### src/design/cba_pkg.sv
// ----------------------------------------------------------------------------
// Chained block allocator package
// Shared constants, command and status codes, word types and width helpers.
// ----------------------------------------------------------------------------
package cba_pkg;

  // Default table geometry.
  localparam int DEF_NUM_BLOCKS  = 256;
  localparam int DEF_BLOCK_BYTES = 1024;

  // Configuration register.
  localparam int         ACT_W     = 9;
  localparam logic [8:0] ACT_RESET = 9'd256;

  // Saturation limits of the result fields.
  localparam int MAX19 = 524287;
  localparam int MAX9  = 511;

  // Command codes.
  localparam logic [1:0] CMD_ALLOC = 2'd0;
  localparam logic [1:0] CMD_FREE  = 2'd1;
  localparam logic [1:0] CMD_QUERY = 2'd2;

  // Status codes.
  localparam logic [1:0] STAT_OK       = 2'd0;
  localparam logic [1:0] STAT_NO_SPACE = 2'd1;
  localparam logic [1:0] STAT_NOT_HEAD = 2'd2;
  localparam logic [1:0] STAT_EMPTY    = 2'd3;

  // Request word.
  typedef struct packed {
    logic [1:0]  command;
    logic [18:0] byte_count;
    logic [7:0]  start_block;
  } req_t;

  // Result word.
  typedef struct packed {
    logic [1:0]  status;
    logic [7:0]  first_block;
    logic [8:0]  block_count;
    logic [18:0] total_bytes;
    logic [18:0] free_bytes;
    logic [8:0]  file_count;
  } res_t;

  // Per-request part of the result, handed from the sequencer to the output stage.
  typedef struct packed {
    logic [1:0]  status;
    logic [7:0]  first_block;
    logic [8:0]  block_count;
    logic [18:0] total_bytes;
  } res_core_t;

  // Width of one table entry: taken, head, next valid, next link and fill.
  function automatic int entry_w(input int nb, input int bb);
    return 3 + $clog2(nb) + $clog2(bb + 1);
  endfunction

  // Width of a counter that can hold the block count itself.
  function automatic int cnt_w(input int nb);
    return $clog2(nb + 1);
  endfunction

endpackage

### src/design/cba_result.sv
// ----------------------------------------------------------------------------
// Result output stage
// Scales the free block total to bytes, saturates the counts and holds the
// result word for its one-cycle strobe.
// ----------------------------------------------------------------------------
module cba_result #(
  parameter int NUM_BLOCKS  = cba_pkg::DEF_NUM_BLOCKS,
  parameter int BLOCK_BYTES = cba_pkg::DEF_BLOCK_BYTES
) (
  input  logic                                 clk,
  input  logic                                 rst,
  input  logic                                 res_valid,
  input  cba_pkg::res_core_t                   res_core,
  input  logic [cba_pkg::cnt_w(NUM_BLOCKS)-1:0] free_total,
  input  logic [cba_pkg::cnt_w(NUM_BLOCKS)-1:0] file_total,
  output logic                                 done,
  output cba_pkg::res_t                        result
);

  localparam int CNT_W  = cba_pkg::cnt_w(NUM_BLOCKS);
  localparam int PROD_W = CNT_W + $clog2(BLOCK_BYTES + 1);

  logic [PROD_W-1:0] free_prod;
  cba_pkg::res_t     res_next;

  assign free_prod = PROD_W'(free_total) * PROD_W'(BLOCK_BYTES);

  // Assemble the full word with saturated free bytes and file count.
  always_comb begin
    res_next.status      = res_core.status;
    res_next.first_block = res_core.first_block;
    res_next.block_count = res_core.block_count;
    res_next.total_bytes = res_core.total_bytes;
    res_next.free_bytes  = (32'(free_prod) > cba_pkg::MAX19) ?
                           19'(cba_pkg::MAX19) : 19'(free_prod);
    res_next.file_count  = (32'(file_total) > cba_pkg::MAX9) ?
                           9'(cba_pkg::MAX9) : 9'(file_total);
  end

  // Output register and strobe.
  always_ff @(posedge clk) begin
    if (rst) begin
      done <= 1'b0;
    end else begin
      done <= res_valid;
      if (res_valid) begin
        result <= res_next;
      end
    end
  end

endmodule

### config.mk
export PLATFORM = sky130hd
export DESIGN_NAME = cba_result
export DESIGN_NICKNAME = d
export VERILOG_FILES = /design/src/design/cba_pkg.sv /design/src/design/cba_result.sv
export SDC_FILE = /design/constraint.sdc
export NUM_CORES = 1
export LEC_CHECK = 0
export ABC_CLOCK_PERIOD_IN_PS = 10200
export BUFFER_PORTS_ARGS = -buffer_cell sky130_fd_sc_hd__buf_4
export CAP_MARGIN = 0
export CORE_MARGIN = 2
export CORE_UTILIZATION = 43
export DETAILED_ROUTE_END_ITERATION = 7
export PLACE_DENSITY = 0.88
export SLEW_MARGIN = 15
export SYNTH_ARGS = -nofsm -noshare
export SYNTH_HDL_FRONTEND = slang
export SYNTH_SLANG_ARGS = --single-unit
### constraint.sdc
create_clock -name clk -period 10.2 [get_ports clk]
set_clock_uncertainty 0.15 [all_clocks]
set_input_delay 2.04 -clock clk [delete_from_list [all_inputs] [get_ports clk]]
set_output_delay 2.04 -clock clk [all_outputs]
set_load 0.01 [all_outputs]
==> metrics.cfg, run 1 <==
[pwr]
switching_power_share_of_the_total_pct = 21.1
power.internal_mw = 0.417
clockPowerShare_pct = 36.9
comb_power_share_pct = 10.3
power_frac_seq_pct = 52.8
power.static_leakage_nw = 1.22
pwr_density_cell_nw_per_um2 = 184
worst_ir_drop_vdd_uv = 131
net-switching-power_mw = 0.111

[clock_network]
post_cts.resized_instances = 0
cts_max_path_buffers = 2
tritoncts = built
cts.htree.levels = 3
post_cts.repair.setup_buffers = 0
cts.reportedPaths.clkPinSlew_ns = 0.07
tritoncts_num_sinks = 57
cts_inserted_buffers = 9
clock_tree.root_cell = clkbuf_8
post_cts_hold_buffer_count = 0

[timing]
worstMarginPinSlew_ns = 0.684
minimum_clock_period_after_layout_ns = 3.06
layout_worst_path_cycle_share_pct = 30.0
hold_slack_ns = 1.73
report.final.hold_viol_count = 0
maxSlewHeadroom_pct = 54.4
finalMaxSlewViolations = 0
report.final.setup_viol = 0
grt_setup_unrepaired = false
max_freq_ghz = 0.327
finalSetupTns_ns = 0

[critical_path]
critical_path_required_ns = 8.01
cpPeakStageDelay_ns = 0.39
cp_slowest_cell = edfxtp_1
cp_max_fo = 1
critical_path_arrival_ns = 0.87
path_delay_family = flip-flops
cp-end-kind = output port
critical_path.cell_chain = buf_4
worst-setup-path-type = register to output port
cp_num_buf_inv = 1
setup_crit_start_kind = register

[hold_path]
hp-start = res_core[26]
hold_path_depth = 1
hold_end = result[54]
hold_path.class = primary input to register

[routing]
detail_route.drc_violations = 0
first_iter_violations = 95
vias_per_cell = 4.39
detail_route.first_pass.iterations = 5
antenna_violating_nets_post_route = 0
drt_wl_total_um = 3910
vias = 1103
wl_per_cell_um = 15.6

[floorplanning]
start_util_pct = 44.8
design.core.area_um2 = 4000
fp.dieH_um = 68.6
std_cell_rows = 23
ios = 126
floorplan.die_area_um2 = 4700
fp.dieW_um = 68.6

[cells_and_area]
nets = 255
layout-area-overhead-vs-synth_pct = 60.6
fraction_of_layout_instances_using_a_drive_strength_above_1_pct = 65.2
n_antenna_cell = 0

[logic_synthesis]
distinct_cells_synth = 5
synth.yosys.seq_area_share_pct = 94.9
synth-seq-cells = 57
netlist_instances = 70
post_synth.cell_area_avg_um2 = 25.6
synthesis.yosys.warnings = 0
post_synth_instance_area_um2 = 1790

[grt]
grt_overflow = 0
grt_first_pass_wirelength_um = 5070
number_of_antenna_violations_at_the_first_check_in_global_routing = 0
grt_pass1_vias = 1034
globalRouteTotalUtil_pct = 16.7
maximum_number_of_pins_on_one_net_before_global_route_repair = 57

[place]
gp_congestion = 0.707
io_buffers = 115
dp_hpwl_um = 2920

[outcome]
status = complete, no violations

[flow_run]
maxCapViolations = 0

## worst max path at each step
stage,cells after the start,to,from
after floorplan,1,result[0],rst
after global placement,3,result[52],rst
after detailed placement,3,result[48],rst
after CTS,1,result[38],result[38]
after global routing,1,result[38],result[38]
final,1,result[38],result[38]
## cells by family after synthesis
logic type,synth area share [%]
buffers and inverters,4.19
flip-flops,94.9
other,0.209
AND/OR/NAND/NOR,0.698
## registers in the layout, indices dropped and copies added (netlist names)
name and count:
result 56, done 1
## routing by layer
| metal | share of wire [%] | vias up | GRT usage (%) |
|---|---|---|---|
| met5 | 0 | - | 0 |
| met4 | 1.8 | 0 | 9.00 |
| met3 | 9.3 | 6 | 9.09 |
| met2 | 58 | 76 | 29.1 |
| met1 | 31 | 521 | 15.4 |
| li1 | - | 500 | - |
## synth_stat cells, drive strengths merged
library cell | n | share of area, %
buf | 10 | 4.2
conb | 1 | 0.21
dfxtp | 1 | 1.1
edfxtp | 56 | 94
nor2b | 2 | 0.70
## metrics by stage
step           power, mW  std cells  instance area (um^2)  worst slack, ns  util, %
6_report           0.529        251                  2880             7.14     72.0
5_1_grt            0.551        251                  2880             7.10     72.0
4_1_cts            0.536        251                  2880             7.11     72.0
3_5_place_dp       0.339        235                  2690             6.84     67.3
3_3_place_gp       0.337        235                  2690             6.86     67.3
2_1_floorplan      0.301         79                  1830             5.02        -
## power by group through the flow
stage                     sequential (mW)  clock, mW  combinational [mW]
final                               0.279      0.195              0.0544
after global routing                0.280      0.212              0.0584
after CTS                           0.279      0.201              0.0550
after detailed placement            0.284          0              0.0549
after global placement              0.283          0              0.0538
after floorplan                     0.293          0             0.00770
## cells in the final DEF, fill, tap and decap left out
cell,instances
bufinv_16,1
nor2b_4,1
edfxtp_1,56
nor2b_1,1
clkinvlp_4,2
clkbuf_1,1
clkinv_2,2
clkinv_1,1
dfxtp_1,1
conb_1,10
buf_4,116
clkbuf_8,9
## layout make-up
type	instances	area, um^2
clock inverters	6	58.8
flip-flops and latches	57	1700
fillers	273	1120
repair buffers	116	871
clock buffers	10	128
well taps	50	62.6
multi-input cells	12	57.6
No activity file was read; power rests on OpenSTA's default activity.
==> run 2, diff against run 1 <==
--- a/config.mk
+++ b/config.mk
@@ -5,13 +5,13 @@
 export SDC_FILE = /design/constraint.sdc
 export NUM_CORES = 1
 export LEC_CHECK = 0
-export ABC_CLOCK_PERIOD_IN_PS = 10200
+export ABC_CLOCK_PERIOD_IN_PS = 2450
 export BUFFER_PORTS_ARGS = -buffer_cell sky130_fd_sc_hd__buf_4
 export CAP_MARGIN = 0
 export CORE_MARGIN = 2
-export CORE_UTILIZATION = 43
+export CORE_UTILIZATION = 36
 export DETAILED_ROUTE_END_ITERATION = 7
-export PLACE_DENSITY = 0.88
+export PLACE_DENSITY = 0.79
 export SLEW_MARGIN = 15
 export SYNTH_ARGS = -nofsm -noshare
 export SYNTH_HDL_FRONTEND = slang
==> constraint.sdc (replaced) <==
create_clock -name clk -period 2.45 [get_ports clk]
set_clock_uncertainty 0.15 [all_clocks]
set_input_delay 0.49 -clock clk [delete_from_list [all_inputs] [get_ports clk]]
set_output_delay 0.49 -clock clk [all_outputs]
set_load 0.01 [all_outputs]
==> metrics.cfg, run 2 (synthesized netlist as in run 1, its figures left out) <==
[clock_network]
cts_inserted_buffers = 9
tritoncts = built
cts_max_path_buffers = 2
post_cts_hold_buffer_count = 0
tritoncts_num_sinks = 57
clock_tree.root_cell = clkbuf_8
cts.reportedPaths.clkPinSlew_ns = 0.06
post_cts.resized_instances = 0
post_cts.repair.setup_buffers = 0
cts.htree.levels = 3

[critical_path]
crit_path_cell_count = 1
cp-end-kind = output port
cp_num_buf_inv = 1
critical_path_arrival_ns = 0.88
setup_crit_start_kind = register
cpPeakStageDelay_ns = 0.40
path_delay_family = flip-flops
critical_path_required_ns = 1.81
cp_slowest_cell = edfxtp_1
cp_max_fo = 1
critical_path.cell_chain = buf_4
worst-setup-path-type = register to output port

[floorplanning]
floorplan.die_area_um2 = 5560
fp.dieH_um = 74.6
design.core.area_um2 = 4750
fp.dieW_um = 74.6
std_cell_rows = 25
start_util_pct = 37.7
ios = 126

[routing]
drt_wl_total_um = 3490
vias_per_cell = 3.99
detail_route.first_pass.iterations = 3
vias = 1068
wl_per_cell_um = 13.0
detail_route.drc_violations = 0
antenna_violating_nets_post_route = 0
first_iter_violations = 42

[pwr]
power.static_leakage_nw = 1.22
totalPowerFinal_mw = 2.13
worst_ir_drop_vdd_uv = 407
pwr_density_cell_nw_per_um2 = 734

[place]
dp_hpwl_um = 2600
gp_congestion = 0.629
placed_area_um2 = 2730
numPlacedInstances = 252
io_buffers = 115

[hold_path]
hold_end = result[61]
hp-start = res_core[33]
hold_path_depth = 1
hold_path.class = primary input to register

[grt]
grt_pass1_vias = 1037
grt_first_pass_wirelength_um = 4850
globalRouteTotalUtil_pct = 12.8
maximum_number_of_pins_on_one_net_before_global_route_repair = 57
grt_overflow = 0
number_of_antenna_violations_at_the_first_check_in_global_routing = 0

[cells_and_area]
most_common_cell_after_layout_fill_and_taps_aside = buf_4
nets = 255
postLayoutCoreUtil_pct = 60.9
largest_registers_ranked_by_flip_flop_count = result x56, done x1
fillerInstances = 382
finalInstanceArea_um2 = 2900
layout-area-overhead-vs-synth_pct = 61.5
n_antenna_cell = 0
largest_register_ffs = 56
fin_cells = 268
largest-register = result
fraction_of_layout_instances_using_a_drive_strength_above_1_pct = 63.7
final_cell_mix = buf_4, edfxtp_1, clkbuf_8, conb_1, clkbuf_1

[timing]
minimum_clock_period_after_layout_ns = 1.52
report.final.setup_viol = 0
finalMaxSlewViolations = 0
max_freq_ghz = 0.657
grt_setup_unrepaired = false
layout_worst_path_cycle_share_pct = 62.2
report.final.hold_viol_count = 0
finalSetupTns_ns = 0

[outcome]
status = complete, no violations

[flow_run]
maxCapViolations = 0

run 2: cell types whose count changed in the layout (fill, tap and decap cells not counted):
cell        before  now
clkbuf_1         1    5
clkbuf_8         9   11
clkinv_2         2    0
clkinvlp_4       2    0
buf_12           0    1
buf_4          116  115
bufinv_16        1    0
clkinv_1         1    0
run 2: where the power goes:
group | internal (mW) | switching, mW | leakage, nW | total [mW]
clock network | 0.424 | 0.314 | 0.0850 | 0.739
logic | 0.134 | 0.0921 | 0.603 | 0.226
registers | 1.14 | 0.0171 | 0.534 | 1.16
total | 1.70 | 0.424 | 1.22 | 2.13
run 2: stage by stage:
step	setup slack (ns)	hold slack, ns
final	0.927	0.191
after global routing	0.885	0.169
after CTS	0.900	0.173
after detailed placement	0.932	0.519
after global placement	0.946	0.518
after floorplan	0.527	0.412
run 2: how the worst max path moves through the flow:
stage	endpoint	slack, ns	startpoint
floorplan	result[0]	0.53	res_valid
global placement	result[44]	0.95	rst
detailed placement	result[43]	0.93	rst
CTS	result[21]	0.90	result[21]
global route	result[21]	0.89	result[21]
finish	result[21]	0.93	result[21]
run 2: per-layer routing:
metal  GRT usage [%]  part of all wire [%]  vias to the layer above
li1                -                     -                      501
met1            13.2                    35                      488
met2            21.0                    53                       73
met3            6.64                    10                        6
met4            7.14                   1.9                        0
met5               0                     0                        -
run 2: final cells by class:
| cell class | instances | area, um^2 | area share, % |
|---|---|---|---|
| well taps | 67 | 83.8 | 2.89 |
| clock buffers | 16 | 170 | 5.87 |
| multi-input cells | 12 | 57.6 | 1.99 |
| repair buffers | 116 | 883 | 30.5 |
| flip-flops and latches | 57 | 1700 | 58.7 |
