--- config.mk ---
export PLATFORM = sky130hd
export DESIGN_NAME = cba_ctrl
export DESIGN_NICKNAME = d
export VERILOG_FILES = /design/src/design/cba_pkg.sv /design/src/design/cba_ctrl.sv
export SDC_FILE = /design/constraint.sdc
export NUM_CORES = 1
export LEC_CHECK = 0
export BUFFER_PORTS_ARGS = -buffer_cell sky130_fd_sc_hd__buf_2
export CAP_MARGIN = 0
export CELL_PAD_IN_SITES_DETAIL_PLACEMENT = 2
export CELL_PAD_IN_SITES_GLOBAL_PLACEMENT = 2
export CORE_MARGIN = 3
export CORE_UTILIZATION = 36
export CTS_CLUSTER_DIAMETER = 40
export DETAILED_ROUTE_END_ITERATION = 8
export PLACE_DENSITY = 0.89
export SETUP_SLACK_MARGIN = 0.2
export SYNTH_ARGS = -nofsm -noshare
export SYNTH_HDL_FRONTEND = slang
export SYNTH_SLANG_ARGS = --single-unit
--- constraint.sdc ---
create_clock -name clk -period 5.3 [get_ports clk]
set_clock_uncertainty 0.05 [all_clocks]
set_input_delay 0.265 -clock clk [delete_from_list [all_inputs] [get_ports clk]]
set_output_delay 0.265 -clock clk [all_outputs]
set_load 0.01 [all_outputs]
--- src/design/cba_pkg.sv ---
// ----------------------------------------------------------------------------
// Chained block allocator package
// Shared constants, command and status codes, word types and width helpers.
// ----------------------------------------------------------------------------
package cba_pkg;

  // Default table geometry.
  localparam int DEF_NUM_BLOCKS  = 256;
  localparam int DEF_BLOCK_BYTES = 1024;

  // Configuration register.
  localparam int         ACT_W     = 9;
  localparam logic [8:0] ACT_RESET = 9'd256;

  // Saturation limits of the result fields.
  localparam int MAX19 = 524287;
  localparam int MAX9  = 511;

  // Command codes.
  localparam logic [1:0] CMD_ALLOC = 2'd0;
  localparam logic [1:0] CMD_FREE  = 2'd1;
  localparam logic [1:0] CMD_QUERY = 2'd2;

  // Status codes.
  localparam logic [1:0] STAT_OK       = 2'd0;
  localparam logic [1:0] STAT_NO_SPACE = 2'd1;
  localparam logic [1:0] STAT_NOT_HEAD = 2'd2;
  localparam logic [1:0] STAT_EMPTY    = 2'd3;

  // Request word.
  typedef struct packed {
    logic [1:0]  command;
    logic [18:0] byte_count;
    logic [7:0]  start_block;
  } req_t;

  // Result word.
  typedef struct packed {
    logic [1:0]  status;
    logic [7:0]  first_block;
    logic [8:0]  block_count;
    logic [18:0] total_bytes;
    logic [18:0] free_bytes;
    logic [8:0]  file_count;
  } res_t;

  // Per-request part of the result, handed from the sequencer to the output stage.
  typedef struct packed {
    logic [1:0]  status;
    logic [7:0]  first_block;
    logic [8:0]  block_count;
    logic [18:0] total_bytes;
  } res_core_t;

  // Width of one table entry: taken, head, next valid, next link and fill.
  function automatic int entry_w(input int nb, input int bb);
    return 3 + $clog2(nb) + $clog2(bb + 1);
  endfunction

  // Width of a counter that can hold the block count itself.
  function automatic int cnt_w(input int nb);
    return $clog2(nb + 1);
  endfunction

endpackage

--- src/design/cba_ctrl.sv ---
// ----------------------------------------------------------------------------
// Allocator sequencer
// Clears and recounts the block table, scans it for free blocks on allocate
// and walks chains on free and query, one table read per cycle.
// ----------------------------------------------------------------------------
module cba_ctrl #(
  parameter int NUM_BLOCKS  = cba_pkg::DEF_NUM_BLOCKS,
  parameter int BLOCK_BYTES = cba_pkg::DEF_BLOCK_BYTES
) (
  input  logic                                                clk,
  input  logic                                                rst,
  input  logic                                                start,
  output logic                                                busy,
  input  cba_pkg::req_t                                       request,
  input  logic                                                cfg_we,
  input  logic [cba_pkg::ACT_W-1:0]                           cfg_data,
  output logic                                                mem_rd_en,
  output logic [$clog2(NUM_BLOCKS)-1:0]                       mem_rd_addr,
  input  logic [cba_pkg::entry_w(NUM_BLOCKS, BLOCK_BYTES)-1:0] mem_rd_data,
  output logic                                                mem_wr_en,
  output logic [$clog2(NUM_BLOCKS)-1:0]                       mem_wr_addr,
  output logic [cba_pkg::entry_w(NUM_BLOCKS, BLOCK_BYTES)-1:0] mem_wr_data,
  output logic                                                res_valid,
  output cba_pkg::res_core_t                                  res_core,
  output logic [cba_pkg::cnt_w(NUM_BLOCKS)-1:0]                free_total,
  output logic [cba_pkg::cnt_w(NUM_BLOCKS)-1:0]                file_total
);

  localparam int IDX_W  = $clog2(NUM_BLOCKS);
  localparam int CNT_W  = cba_pkg::cnt_w(NUM_BLOCKS);
  localparam int FILL_W = $clog2(BLOCK_BYTES + 1);
  localparam int PROD_W = CNT_W + FILL_W;
  localparam int CFG_W  = (CNT_W > cba_pkg::ACT_W) ? CNT_W : cba_pkg::ACT_W;

  localparam logic [CNT_W-1:0]  NB_C    = CNT_W'(NUM_BLOCKS);
  localparam logic [FILL_W-1:0] BB_FILL = FILL_W'(BLOCK_BYTES);
  localparam logic [18:0]       BB_19   = 19'(BLOCK_BYTES);

  typedef struct packed {
    logic              taken;
    logic              head;
    logic              has_next;
    logic [IDX_W-1:0]  next;
    logic [FILL_W-1:0] fill;
  } entry_t;

  typedef enum logic [2:0] {
    S_CLEAR,
    S_RECOUNT,
    S_IDLE,
    S_ALLOC,
    S_TAIL,
    S_WALK,
    S_FINISH
  } state_t;

  state_t state;

  logic [cba_pkg::ACT_W-1:0] active_blocks;
  logic                      recount_pend;
  logic [CNT_W-1:0]          scan_addr;
  logic                      rd_vld;
  logic [IDX_W-1:0]          rd_idx;
  logic [CNT_W-1:0]          free_cnt;
  logic [1:0]                cmd_r;
  logic [7:0]                start_r;
  logic [18:0]               left;
  logic                      pend_vld;
  logic [IDX_W-1:0]          pend_idx;
  logic                      pend_head;
  logic [FILL_W-1:0]         pend_fill;
  logic [IDX_W-1:0]          first_idx;
  logic [CNT_W-1:0]          count;
  logic [IDX_W-1:0]          cur;
  logic [18:0]               sum;
  logic [1:0]                res_status;
  logic [7:0]                res_first;
  logic [18:0]               res_total;

  logic [CFG_W-1:0]  act_ext;
  logic [CNT_W-1:0]  act_used;
  entry_t            rd_ent;
  entry_t            wr_ent;
  logic              issuing;
  logic              pick;
  logic [FILL_W-1:0] fill_now;
  logic [18:0]       left_after;
  logic [PROD_W-1:0] space_prod;
  logic              no_space;
  logic              in_table;
  logic [CNT_W-1:0]  steps_new;
  logic              walk_more;
  logic              head_bad;
  logic [19:0]       sum_add;
  logic [18:0]       sum_sat;

  // Active block count, clamped to the table size and never below one.
  assign act_ext  = CFG_W'(active_blocks);
  assign act_used = (act_ext == '0) ? CNT_W'(1) :
                    (act_ext > CFG_W'(NUM_BLOCKS)) ? NB_C : CNT_W'(act_ext);

  assign rd_ent  = entry_t'(mem_rd_data);
  assign issuing = ((state == S_RECOUNT) || (state == S_ALLOC)) && (scan_addr < act_used);

  // Allocation fill: full blocks until the remainder fits in the last one.
  assign fill_now   = (left >= BB_19) ? BB_FILL : FILL_W'(left);
  assign left_after = left - 19'(fill_now);
  assign pick       = (state == S_ALLOC) && rd_vld && !rd_ent.taken;

  // Free space check on the request.
  assign space_prod = PROD_W'(free_total) * PROD_W'(BLOCK_BYTES);
  assign no_space   = 32'(space_prod) < 32'(request.byte_count);
  assign in_table   = 32'(request.start_block) < NUM_BLOCKS;

  // Chain walk step.
  assign steps_new = count + CNT_W'(1);
  assign walk_more = rd_ent.has_next && (32'(rd_ent.next) < NUM_BLOCKS) &&
                     (32'(steps_new) < NUM_BLOCKS);
  assign head_bad  = (count == '0) && !(rd_ent.taken && rd_ent.head);
  assign sum_add   = {1'b0, sum} + 20'(rd_ent.fill);
  assign sum_sat   = (32'(sum_add) > cba_pkg::MAX19) ? 19'(cba_pkg::MAX19) : sum_add[18:0];

  assign busy      = (state != S_IDLE) || recount_pend;
  assign res_valid = (state == S_FINISH);

  always_comb begin
    res_core.status      = res_status;
    res_core.first_block = res_first;
    res_core.block_count = (32'(count) > cba_pkg::MAX9) ? 9'(cba_pkg::MAX9) : 9'(count);
    res_core.total_bytes = res_total;
  end

  // Table port control.
  always_comb begin
    mem_rd_en   = 1'b0;
    mem_rd_addr = scan_addr[IDX_W-1:0];
    mem_wr_en   = 1'b0;
    mem_wr_addr = scan_addr[IDX_W-1:0];
    wr_ent      = '0;
    case (state)
      S_CLEAR: begin
        mem_wr_en = 1'b1;
      end
      S_RECOUNT: begin
        mem_rd_en = issuing;
      end
      S_IDLE: begin
        mem_rd_en   = start && !busy && in_table &&
                      ((request.command == cba_pkg::CMD_FREE) ||
                       (request.command == cba_pkg::CMD_QUERY));
        mem_rd_addr = IDX_W'(request.start_block);
      end
      S_ALLOC: begin
        mem_rd_en = issuing;
        // The previous pick is written once its successor is known.
        if (pick && pend_vld) begin
          mem_wr_en       = 1'b1;
          mem_wr_addr     = pend_idx;
          wr_ent.taken    = 1'b1;
          wr_ent.head     = pend_head;
          wr_ent.has_next = 1'b1;
          wr_ent.next     = rd_idx;
          wr_ent.fill     = pend_fill;
        end
      end
      S_TAIL: begin
        mem_wr_en       = pend_vld;
        mem_wr_addr     = pend_idx;
        wr_ent.taken    = 1'b1;
        wr_ent.head     = pend_head;
        wr_ent.fill     = pend_fill;
      end
      S_WALK: begin
        if (!head_bad) begin
          mem_wr_en       = (cmd_r == cba_pkg::CMD_FREE);
          mem_wr_addr     = cur;
          wr_ent.has_next = rd_ent.has_next;
          wr_ent.next     = rd_ent.next;
          wr_ent.fill     = rd_ent.fill;
          mem_rd_en       = walk_more;
          mem_rd_addr     = rd_ent.next;
        end
      end
      default: begin
        mem_rd_en = 1'b0;
      end
    endcase
  end

  assign mem_wr_data = wr_ent;

  // Sequencer state and counters.
  always_ff @(posedge clk) begin
    if (rst) begin
      state         <= S_CLEAR;
      active_blocks <= cba_pkg::ACT_RESET;
      recount_pend  <= 1'b0;
      scan_addr     <= '0;
      rd_vld        <= 1'b0;
      free_total    <= '0;
      file_total    <= '0;
      pend_vld      <= 1'b0;
      count         <= '0;
    end else begin
      if (cfg_we) begin
        active_blocks <= cfg_data;
      end
      case (state)
        // Write every entry free after reset, then set the free total to the active block count.
        S_CLEAR: begin
          scan_addr <= scan_addr + CNT_W'(1);
          if (scan_addr == NB_C - CNT_W'(1)) begin
            free_total <= act_used;
            state      <= S_IDLE;
          end
        end
        // Stream the active entries and count the free ones.
        S_RECOUNT: begin
          if (cfg_we) begin
            scan_addr <= '0;
            free_cnt  <= '0;
            rd_vld    <= 1'b0;
          end else begin
            rd_vld <= issuing;
            rd_idx <= scan_addr[IDX_W-1:0];
            if (issuing) begin
              scan_addr <= scan_addr + CNT_W'(1);
            end
            if (rd_vld && !rd_ent.taken) begin
              free_cnt <= free_cnt + CNT_W'(1);
            end
            if (!issuing && !rd_vld) begin
              free_total <= free_cnt;
              state      <= S_IDLE;
            end
          end
        end
        // Start a pending recount, or take a new request, settling the cheap error cases at once.
        S_IDLE: begin
          if (recount_pend) begin
            recount_pend <= 1'b0;
            scan_addr    <= '0;
            free_cnt     <= '0;
            rd_vld       <= 1'b0;
            state        <= S_RECOUNT;
          end else if (start) begin
            cmd_r     <= request.command;
            start_r   <= request.start_block;
            count     <= '0;
            sum       <= '0;
            res_first <= '0;
            res_total <= (request.command == cba_pkg::CMD_ALLOC) ? request.byte_count : '0;
            case (request.command)
              cba_pkg::CMD_ALLOC: begin
                if (request.byte_count == '0) begin
                  res_status <= cba_pkg::STAT_EMPTY;
                  state      <= S_FINISH;
                end else if (no_space) begin
                  res_status <= cba_pkg::STAT_NO_SPACE;
                  state      <= S_FINISH;
                end else begin
                  res_status <= cba_pkg::STAT_OK;
                  left       <= request.byte_count;
                  scan_addr  <= '0;
                  rd_vld     <= 1'b0;
                  pend_vld   <= 1'b0;
                  state      <= S_ALLOC;
                end
              end
              cba_pkg::CMD_FREE, cba_pkg::CMD_QUERY: begin
                if (!in_table) begin
                  res_status <= cba_pkg::STAT_NOT_HEAD;
                  state      <= S_FINISH;
                end else begin
                  res_status <= cba_pkg::STAT_OK;
                  cur        <= IDX_W'(request.start_block);
                  state      <= S_WALK;
                end
              end
              default: begin
                res_status <= cba_pkg::STAT_EMPTY;
                state      <= S_FINISH;
              end
            endcase
          end
        end
        // Ascending scan for free blocks; each pick becomes the pending entry.
        S_ALLOC: begin
          rd_vld <= issuing;
          rd_idx <= scan_addr[IDX_W-1:0];
          if (issuing) begin
            scan_addr <= scan_addr + CNT_W'(1);
          end
          if (pick) begin
            pend_vld  <= 1'b1;
            pend_idx  <= rd_idx;
            pend_head <= (count == '0);
            pend_fill <= fill_now;
            left      <= left_after;
            count     <= count + CNT_W'(1);
            if (count == '0) begin
              first_idx <= rd_idx;
            end
            if (left_after == '0) begin
              state <= S_TAIL;
            end
          end else if (!issuing && !rd_vld) begin
            state <= S_TAIL;
          end
        end
        // Last block of the new chain is written; book-keeping is updated.
        S_TAIL: begin
          rd_vld     <= 1'b0;
          free_total <= free_total - count;
          file_total <= file_total + CNT_W'(1);
          res_first  <= 8'(first_idx);
          state      <= S_FINISH;
        end
        // Follow the chain one entry a cycle, releasing it on free.
        S_WALK: begin
          if (head_bad) begin
            res_status <= cba_pkg::STAT_NOT_HEAD;
            state      <= S_FINISH;
          end else begin
            sum   <= sum_sat;
            count <= steps_new;
            if ((cmd_r == cba_pkg::CMD_FREE) && rd_ent.taken &&
                (CNT_W'(cur) < act_used)) begin
              free_total <= free_total + CNT_W'(1);
            end
            if (walk_more) begin
              cur <= rd_ent.next;
            end else begin
              res_first <= start_r;
              res_total <= (cmd_r == cba_pkg::CMD_QUERY) ? sum_sat : '0;
              if ((cmd_r == cba_pkg::CMD_FREE) && (file_total != '0)) begin
                file_total <= file_total - CNT_W'(1);
              end
              state <= S_FINISH;
            end
          end
        end
        S_FINISH: begin
          state <= S_IDLE;
        end
        default: begin
          state <= S_IDLE;
        end
      endcase
      // A register write outside a recount asks for one once the block is idle.
      if (cfg_we && (state != S_RECOUNT)) begin
        recount_pend <= 1'b1;
      end
    end
  end

endmodule

==> impl_metrics.yaml, run 1 <==
outcome:
  run_status: "completed"
final_layout:
  syn_to_final_growth_pct: 18.93
  final_core_util_pct: 43.59
  final_nets: 1398
  layout-drive-gt1-share_pct: 17.90
  antenna_cells: 0
worst_setup_path:
  crit_path_start_kind: "register"
  reg2reg_depth: 14
  path_max_fanout: 19
  arrival_ps: 4200
  crit_type: "register to output port"
  r2r_end: "state[0]"
  reg2reg_from: "left[15]"
  worst_ep_required_time_ps: 4990
  rrSetupSlack_ps: 1130
  cp-end-kind: "output port"
logic_synthesis:
  synth-seq-cells: 181
  syn_nets: 1233
  synthTopCellsByCount: "nor2_1 (145), nand2_1 (140), edfxtp_1 (130)"
  yosysTopAreaCell: "edfxtp_1"
  synth_most_common_cell: "nor2_1"
  synthesis.area_sq_um: 10550
  syn-instance-count: 1107
  yosysWarnings: 0
  ys_seq_area_share_pct: 46.68
  synth_edf_count: 130
  async_flop_share_pct: 0
  synth-main-ff-cell: "edfxtp_1"
  syn_area_per_cell_sq_um: 9.529
  synth.top_cell.area_share_pct: 37.01
  synth_top_cells_by_area: "edfxtp_1 (37%), dfxtp_1 (9.7%), ha_1 (7.0%)"
  ys_types: 71
timing:
  setup_viol: 0
  max-slew-margin-rel_pct: 8.600
  max_freq_mhz: 221.5
  hold_viol_final: 0
  rsz0062_at_grt: "no"
  period_needed_ps: 4515
  holdWs_ps: 32.59
  worst_pin_slew_ps: 1366
  finalCritPeriodShare_pct: 85.18
  drv_slew: 0
  setup_tns_ps: 0
detailed_routing:
  finalWirelength_mm: 41.93
  vias: 9852
  vias_per_cell: 5.903
  drt_first_pass_iters: 6
  ant_nets: 0
  remaining_drc_errors: 0
  drt_iter0_markers: 666
  wl_per_cell_um: 25.12
power:
  power_switching_mw: 0.8805
  ir_drop_v: 0.0002110
  power_frac_seq_pct: 48.9
  intPower_mw: 2.240
  power-per-cell-area_nw_per_um2: 248.7
  pwr-share-comb_pct: 6.6
  swShare_pct: 28.22
  total_power_mw: 3.120
  power_leakage_nw: 5.133
  pwr-share-clk_pct: 44.5
hold_path:
  hp-start: "cfg_data[5]"
  hold_depth: 3
  hold_end: "act_ext[5]"
  hp-class: "primary input to register"
global_route:
  grt_pass1_vias: 10708
  grt_antenna_before_repair: 0
  grt_max_degree: 46
  grt_use_total_pct: 26.75
  grt_first_pass_wirelength_mm: 64.14
  overflow: 0
cts:
  h-tree-depth: 4
  clock_sinks: 181
  clock_latency_ps: 460
  clk_pin_slew_ps: 80
  cts_buffers: 17
  root_buffer: "clkbuf_16"
  clockBufferDepth: 2
  cts_tree: "done"
flow_run:
  drv_cap: 0
placed_design:
  gp_congestion: 0.8565
  dp_hpwl_mm: 30.17
  io_buffers: 161
floorplanning:
  num_io_pins: 162
  initial_core_util_pct: 36.65
  coreArea_sq_um: 28780
  die_area_sq_um: 31390
  die_h_um: 177.2
  die_x_um: 177.2
  core.rowCount: 62
-- how the worst max path moves through the flow --
stage                         from             end  depth (start not counted)  slack, ps
after global routing      count[2]  mem_rd_addr[5]                         10        540
after global placement    left[10]        state[0]                         14       1530
after floorplan           state[2]   free_total[8]                         17       1400
final                     count[2]  mem_rd_addr[5]                         10        790
after CTS                 count[2]  mem_rd_addr[5]                         10        780
after detailed placement  left[15]        state[0]                         14       1290
-- cell type report --
cell class	count	area [sq um]
multi-input cells	840	5311
clock inverters	15	193.9
clock buffers	17	425.4
repair buffers	189	1049
inverters	43	161.4
well taps	384	480.5
flip-flops and latches	181	4925
fillers	3078	16230
-- power by group through the flow --
stage	combinational (mW)	sequential (mW)	clock, mW
finish	0.207	1.52	1.39
global route	0.227	1.53	1.45
CTS	0.205	1.52	1.40
detailed placement	0.191	1.56	0
global placement	0.177	1.56	0
floorplan	0.103	1.55	0
-- worst max-delay path, stage by stage (launching register included) --
cell	delay [ps]
dfxtp_1	400
or3_1	420
or2_2	320
nor4_1	330
ha_1	350
a21boi_0	470
nor2_2	310
nor2_1	710
nand2_1	170
nand2_1	110
buf_2	150
-- placed cells by master (no fill, tap or decap), types with 5 or more instances in the layout --
master and instances:
o31ai_1 7, edfxtp_1 130, nor3_1 24, clkbuf_16 17, and2_1 19, o211ai_1 5, o21a_1 7, inv_1 40
a21oi_1 47, a222oi_1 12, dlygate4sd3_1 13, nor2_1 143, nand2b_1 15, mux2i_1 32, buf_4 15, and3_1 10
nor2b_1 12, nand2_1 140, or3_1 10, buf_2 161, a22oi_1 13, a21o_1 12, or2_2 7, xor2_1 24
a31oi_1 7, a22o_1 19, xnor2_1 25, o21ai_1 5, nand4_1 10, o21bai_1 8, ha_1 59, nand3_1 21
dfxtp_1 51, a211oi_1 14, nor4_1 14, o21ai_0 64
-- routing by layer --
metal | part of all wire, % | GRT usage [%] | wire [um]
met1 | 42 | 34.05 | 17710
met2 | 49 | 45.69 | 20640
met3 | 5.2 | 3.775 | 2173
met4 | 3.4 | 10.87 | 1407
met5 | 0 | 0 | 0
-- through the flow --
step,instance area (sq um),instances,setup WS (ps)
after floorplan,10550,1107,1405
after global placement,11800,1624,1529
after detailed placement,11800,1624,1286
after CTS,12550,1669,778.2
after global routing,12550,1669,544.7
final,12550,1669,785.4
-- cell families after synthesis --
group           after synthesis  synth area share [%]
mux                          33                 3.143
other cells                   1               0.03555
fa+ha+maj                    62                 7.567
flops                       181                 46.68
xor+xnor                     49                 4.068
buf+inv                      86                 3.096
compound gates              255                 16.36
simple gates                440                 19.05
-- flip-flops by register name (all words and copies together), names as in the netlist, 9 cells and up --
register	cells
act_ext	9
count	9
file_total	9
free_cnt	9
free_total	9
left	19
pend_fill	11
res_total	19
scan_addr	9
sum	19
-- timing repair --
action	in CTS	in global routing
setup buffers	0	0
hold endpoints to repair	13	0
hold buffers	13	0
gates resized for setup	0	0
Power figures use the tool's default switching activity.
==> inputs of run 2 (changes only) <==
Settings changed: RECOVER_POWER set to 50.
==> impl_metrics.yaml, run 2 (synthesized netlist as in run 1, its figures left out) <==
outcome:
  run_status: "completed"
final_layout:
  final_nets: 1398
  instances_no_fill: 1669
  layout_common_cells: "nor2_1 (143), nand2_1 (140), edfxtp_1 (130)"
  syn_to_final_growth_pct: 17.95
  final_common_cell: "nor2_1"
  layout-drive-gt1-share_pct: 12.14
  reg.largest.list: "left: 19 flops, res_total: 19 flops, sum: 19 flops"
  antenna_cells: 0
  n_fill_cell: 3122
power:
  total_power_mw: 3.114
  ir_drop_v: 0.0002099
  power_leakage_nw: 4.872
  power-per-cell-area_nw_per_um2: 250.3
worst_setup_path:
  slowest_delay_ps: 760
  crit_top_cell: "inv_1"
  crit_type: "register to output port"
  arrival_ps: 4190
  cp_slowest_cell: "a21o_1"
  critical_path_buf_inv_count: 4
  path_max_fanout: 26
  cp-end-kind: "output port"
  worst_ep_required_time_ps: 4990
  crit_path_start_kind: "register"
  crit_family: "simple AND/OR/NAND/NOR gates"
  worstPathCellList: "buf_4 -> inv_1 -> nor2_1 -> and2_0 -> and3_1 -> a21o_1 -> a222oi_1 -> inv_1 -> buf_2"
detailed_routing:
  remaining_drc_errors: 0
  finalWirelength_mm: 41.91
  m1WireLength_mm: 17.67
  vias_per_cell: 5.895
  drt_iter0_markers: 661
  wl_met3_mm: 2.249
  drt_first_pass_iters: 6
  ant_nets: 0
  route.top_layer_used: "met4"
  met2_wirelength_mm: 20.58
  vias: 9839
  wl_per_cell_um: 25.11
global_route:
  grt_first_pass_wirelength_mm: 64.14
  grt_max_degree: 46
  grt_use_total_pct: 26.75
  grt_antenna_before_repair: 0
  grt_pass1_vias: 10708
  overflow: 0
timing:
  worst_pin_slew_ps: 1352
  finalCritPeriodShare_pct: 84.94
  max-slew-margin-rel_pct: 9.537
  setup_slack_ps: 798.0
  hold_viol_final: 0
  max_freq_mhz: 222.1
  setup_tns_ps: 0
  drv_slew: 0
  period_needed_ps: 4502
  setup_viol: 0
  rsz0062_at_grt: "no"
  holdWs_ps: 34.91
placed_design:
  io_buffers: 161
  post-place-ws_ps: 1286
  dp_hpwl_mm: 30.17
  gp_congestion: 0.8565
  dp.cells: 1624
cts:
  postCtsSetupBuffers: 0
  h-tree-depth: 4
  clk_pin_slew_ps: 80
  root_buffer: "clkbuf_16"
  clock_latency_ps: 460
  clock_sinks: 181
  cts_tree: "done"
  cts_buffers: 17
  clockBufferDepth: 2
floorplanning:
  die_h_um: 177.2
  coreArea_sq_um: 28780
  core.rowCount: 62
  initial_core_util_pct: 36.65
  num_io_pins: 162
  die_area_sq_um: 31390
  die_x_um: 177.2
flow_run:
  drv_cap: 0
hold_path:
  hp-class: "primary input to register"
[run 2: layout make-up]
class,count,area (sq um),area share (%)
multi-input cells,840,5306,42.65
flip-flops and latches,181,4925,39.58
repair buffers,189,949.7,7.633
well taps,384,480.5,3.862
clock buffers,17,425.4,3.419
clock inverters,15,193.9,1.559
inverters,43,161.4,1.297
[run 2: timing repair]
action,in CTS,in global routing
hold buffers,13,0
endpoints found under the hold margin,13,0
resized for setup,0,0
[run 2: layer usage]
metal | GRT usage (%) | vias to the layer above
met5 | 0 | -
met4 | 10.87 | 0
met3 | 3.775 | 90
met2 | 45.69 | 377
met1 | 34.05 | 5010
li1 | - | 4362
[run 2: power by group]
group	switching, mW	internal, mW	total [mW]	leakage (nW)
registers	0.0153	1.51	1.52	1.60
clock network	0.730	0.654	1.38	0.300
logic	0.130	0.0753	0.205	2.97
[run 2: stage by stage]
stage,area [sq um],util [%]
floorplan,10550,-
global placement,11800,40.99
detailed placement,11800,40.99
CTS,12550,43.59
global route,12440,43.23
finish,12440,43.23
[run 2: worst min-delay path, stage by stage]
cell and delay (ps):
buf_2 80, mux2i_1 70, nor2_1 90
[run 2: worst paths after layout]
check / startpoint / to / slack, ps / cells past startpoint
min reg2reg: rd_idx[1] / pend_idx[1] / 430 / 0
max reg2reg: left[15] / state[0] / 830 / 14
max: state[0] / mem_wr_addr[7] / 800 / 9
min: cfg_data[5] / act_ext[5] / 30 / 3
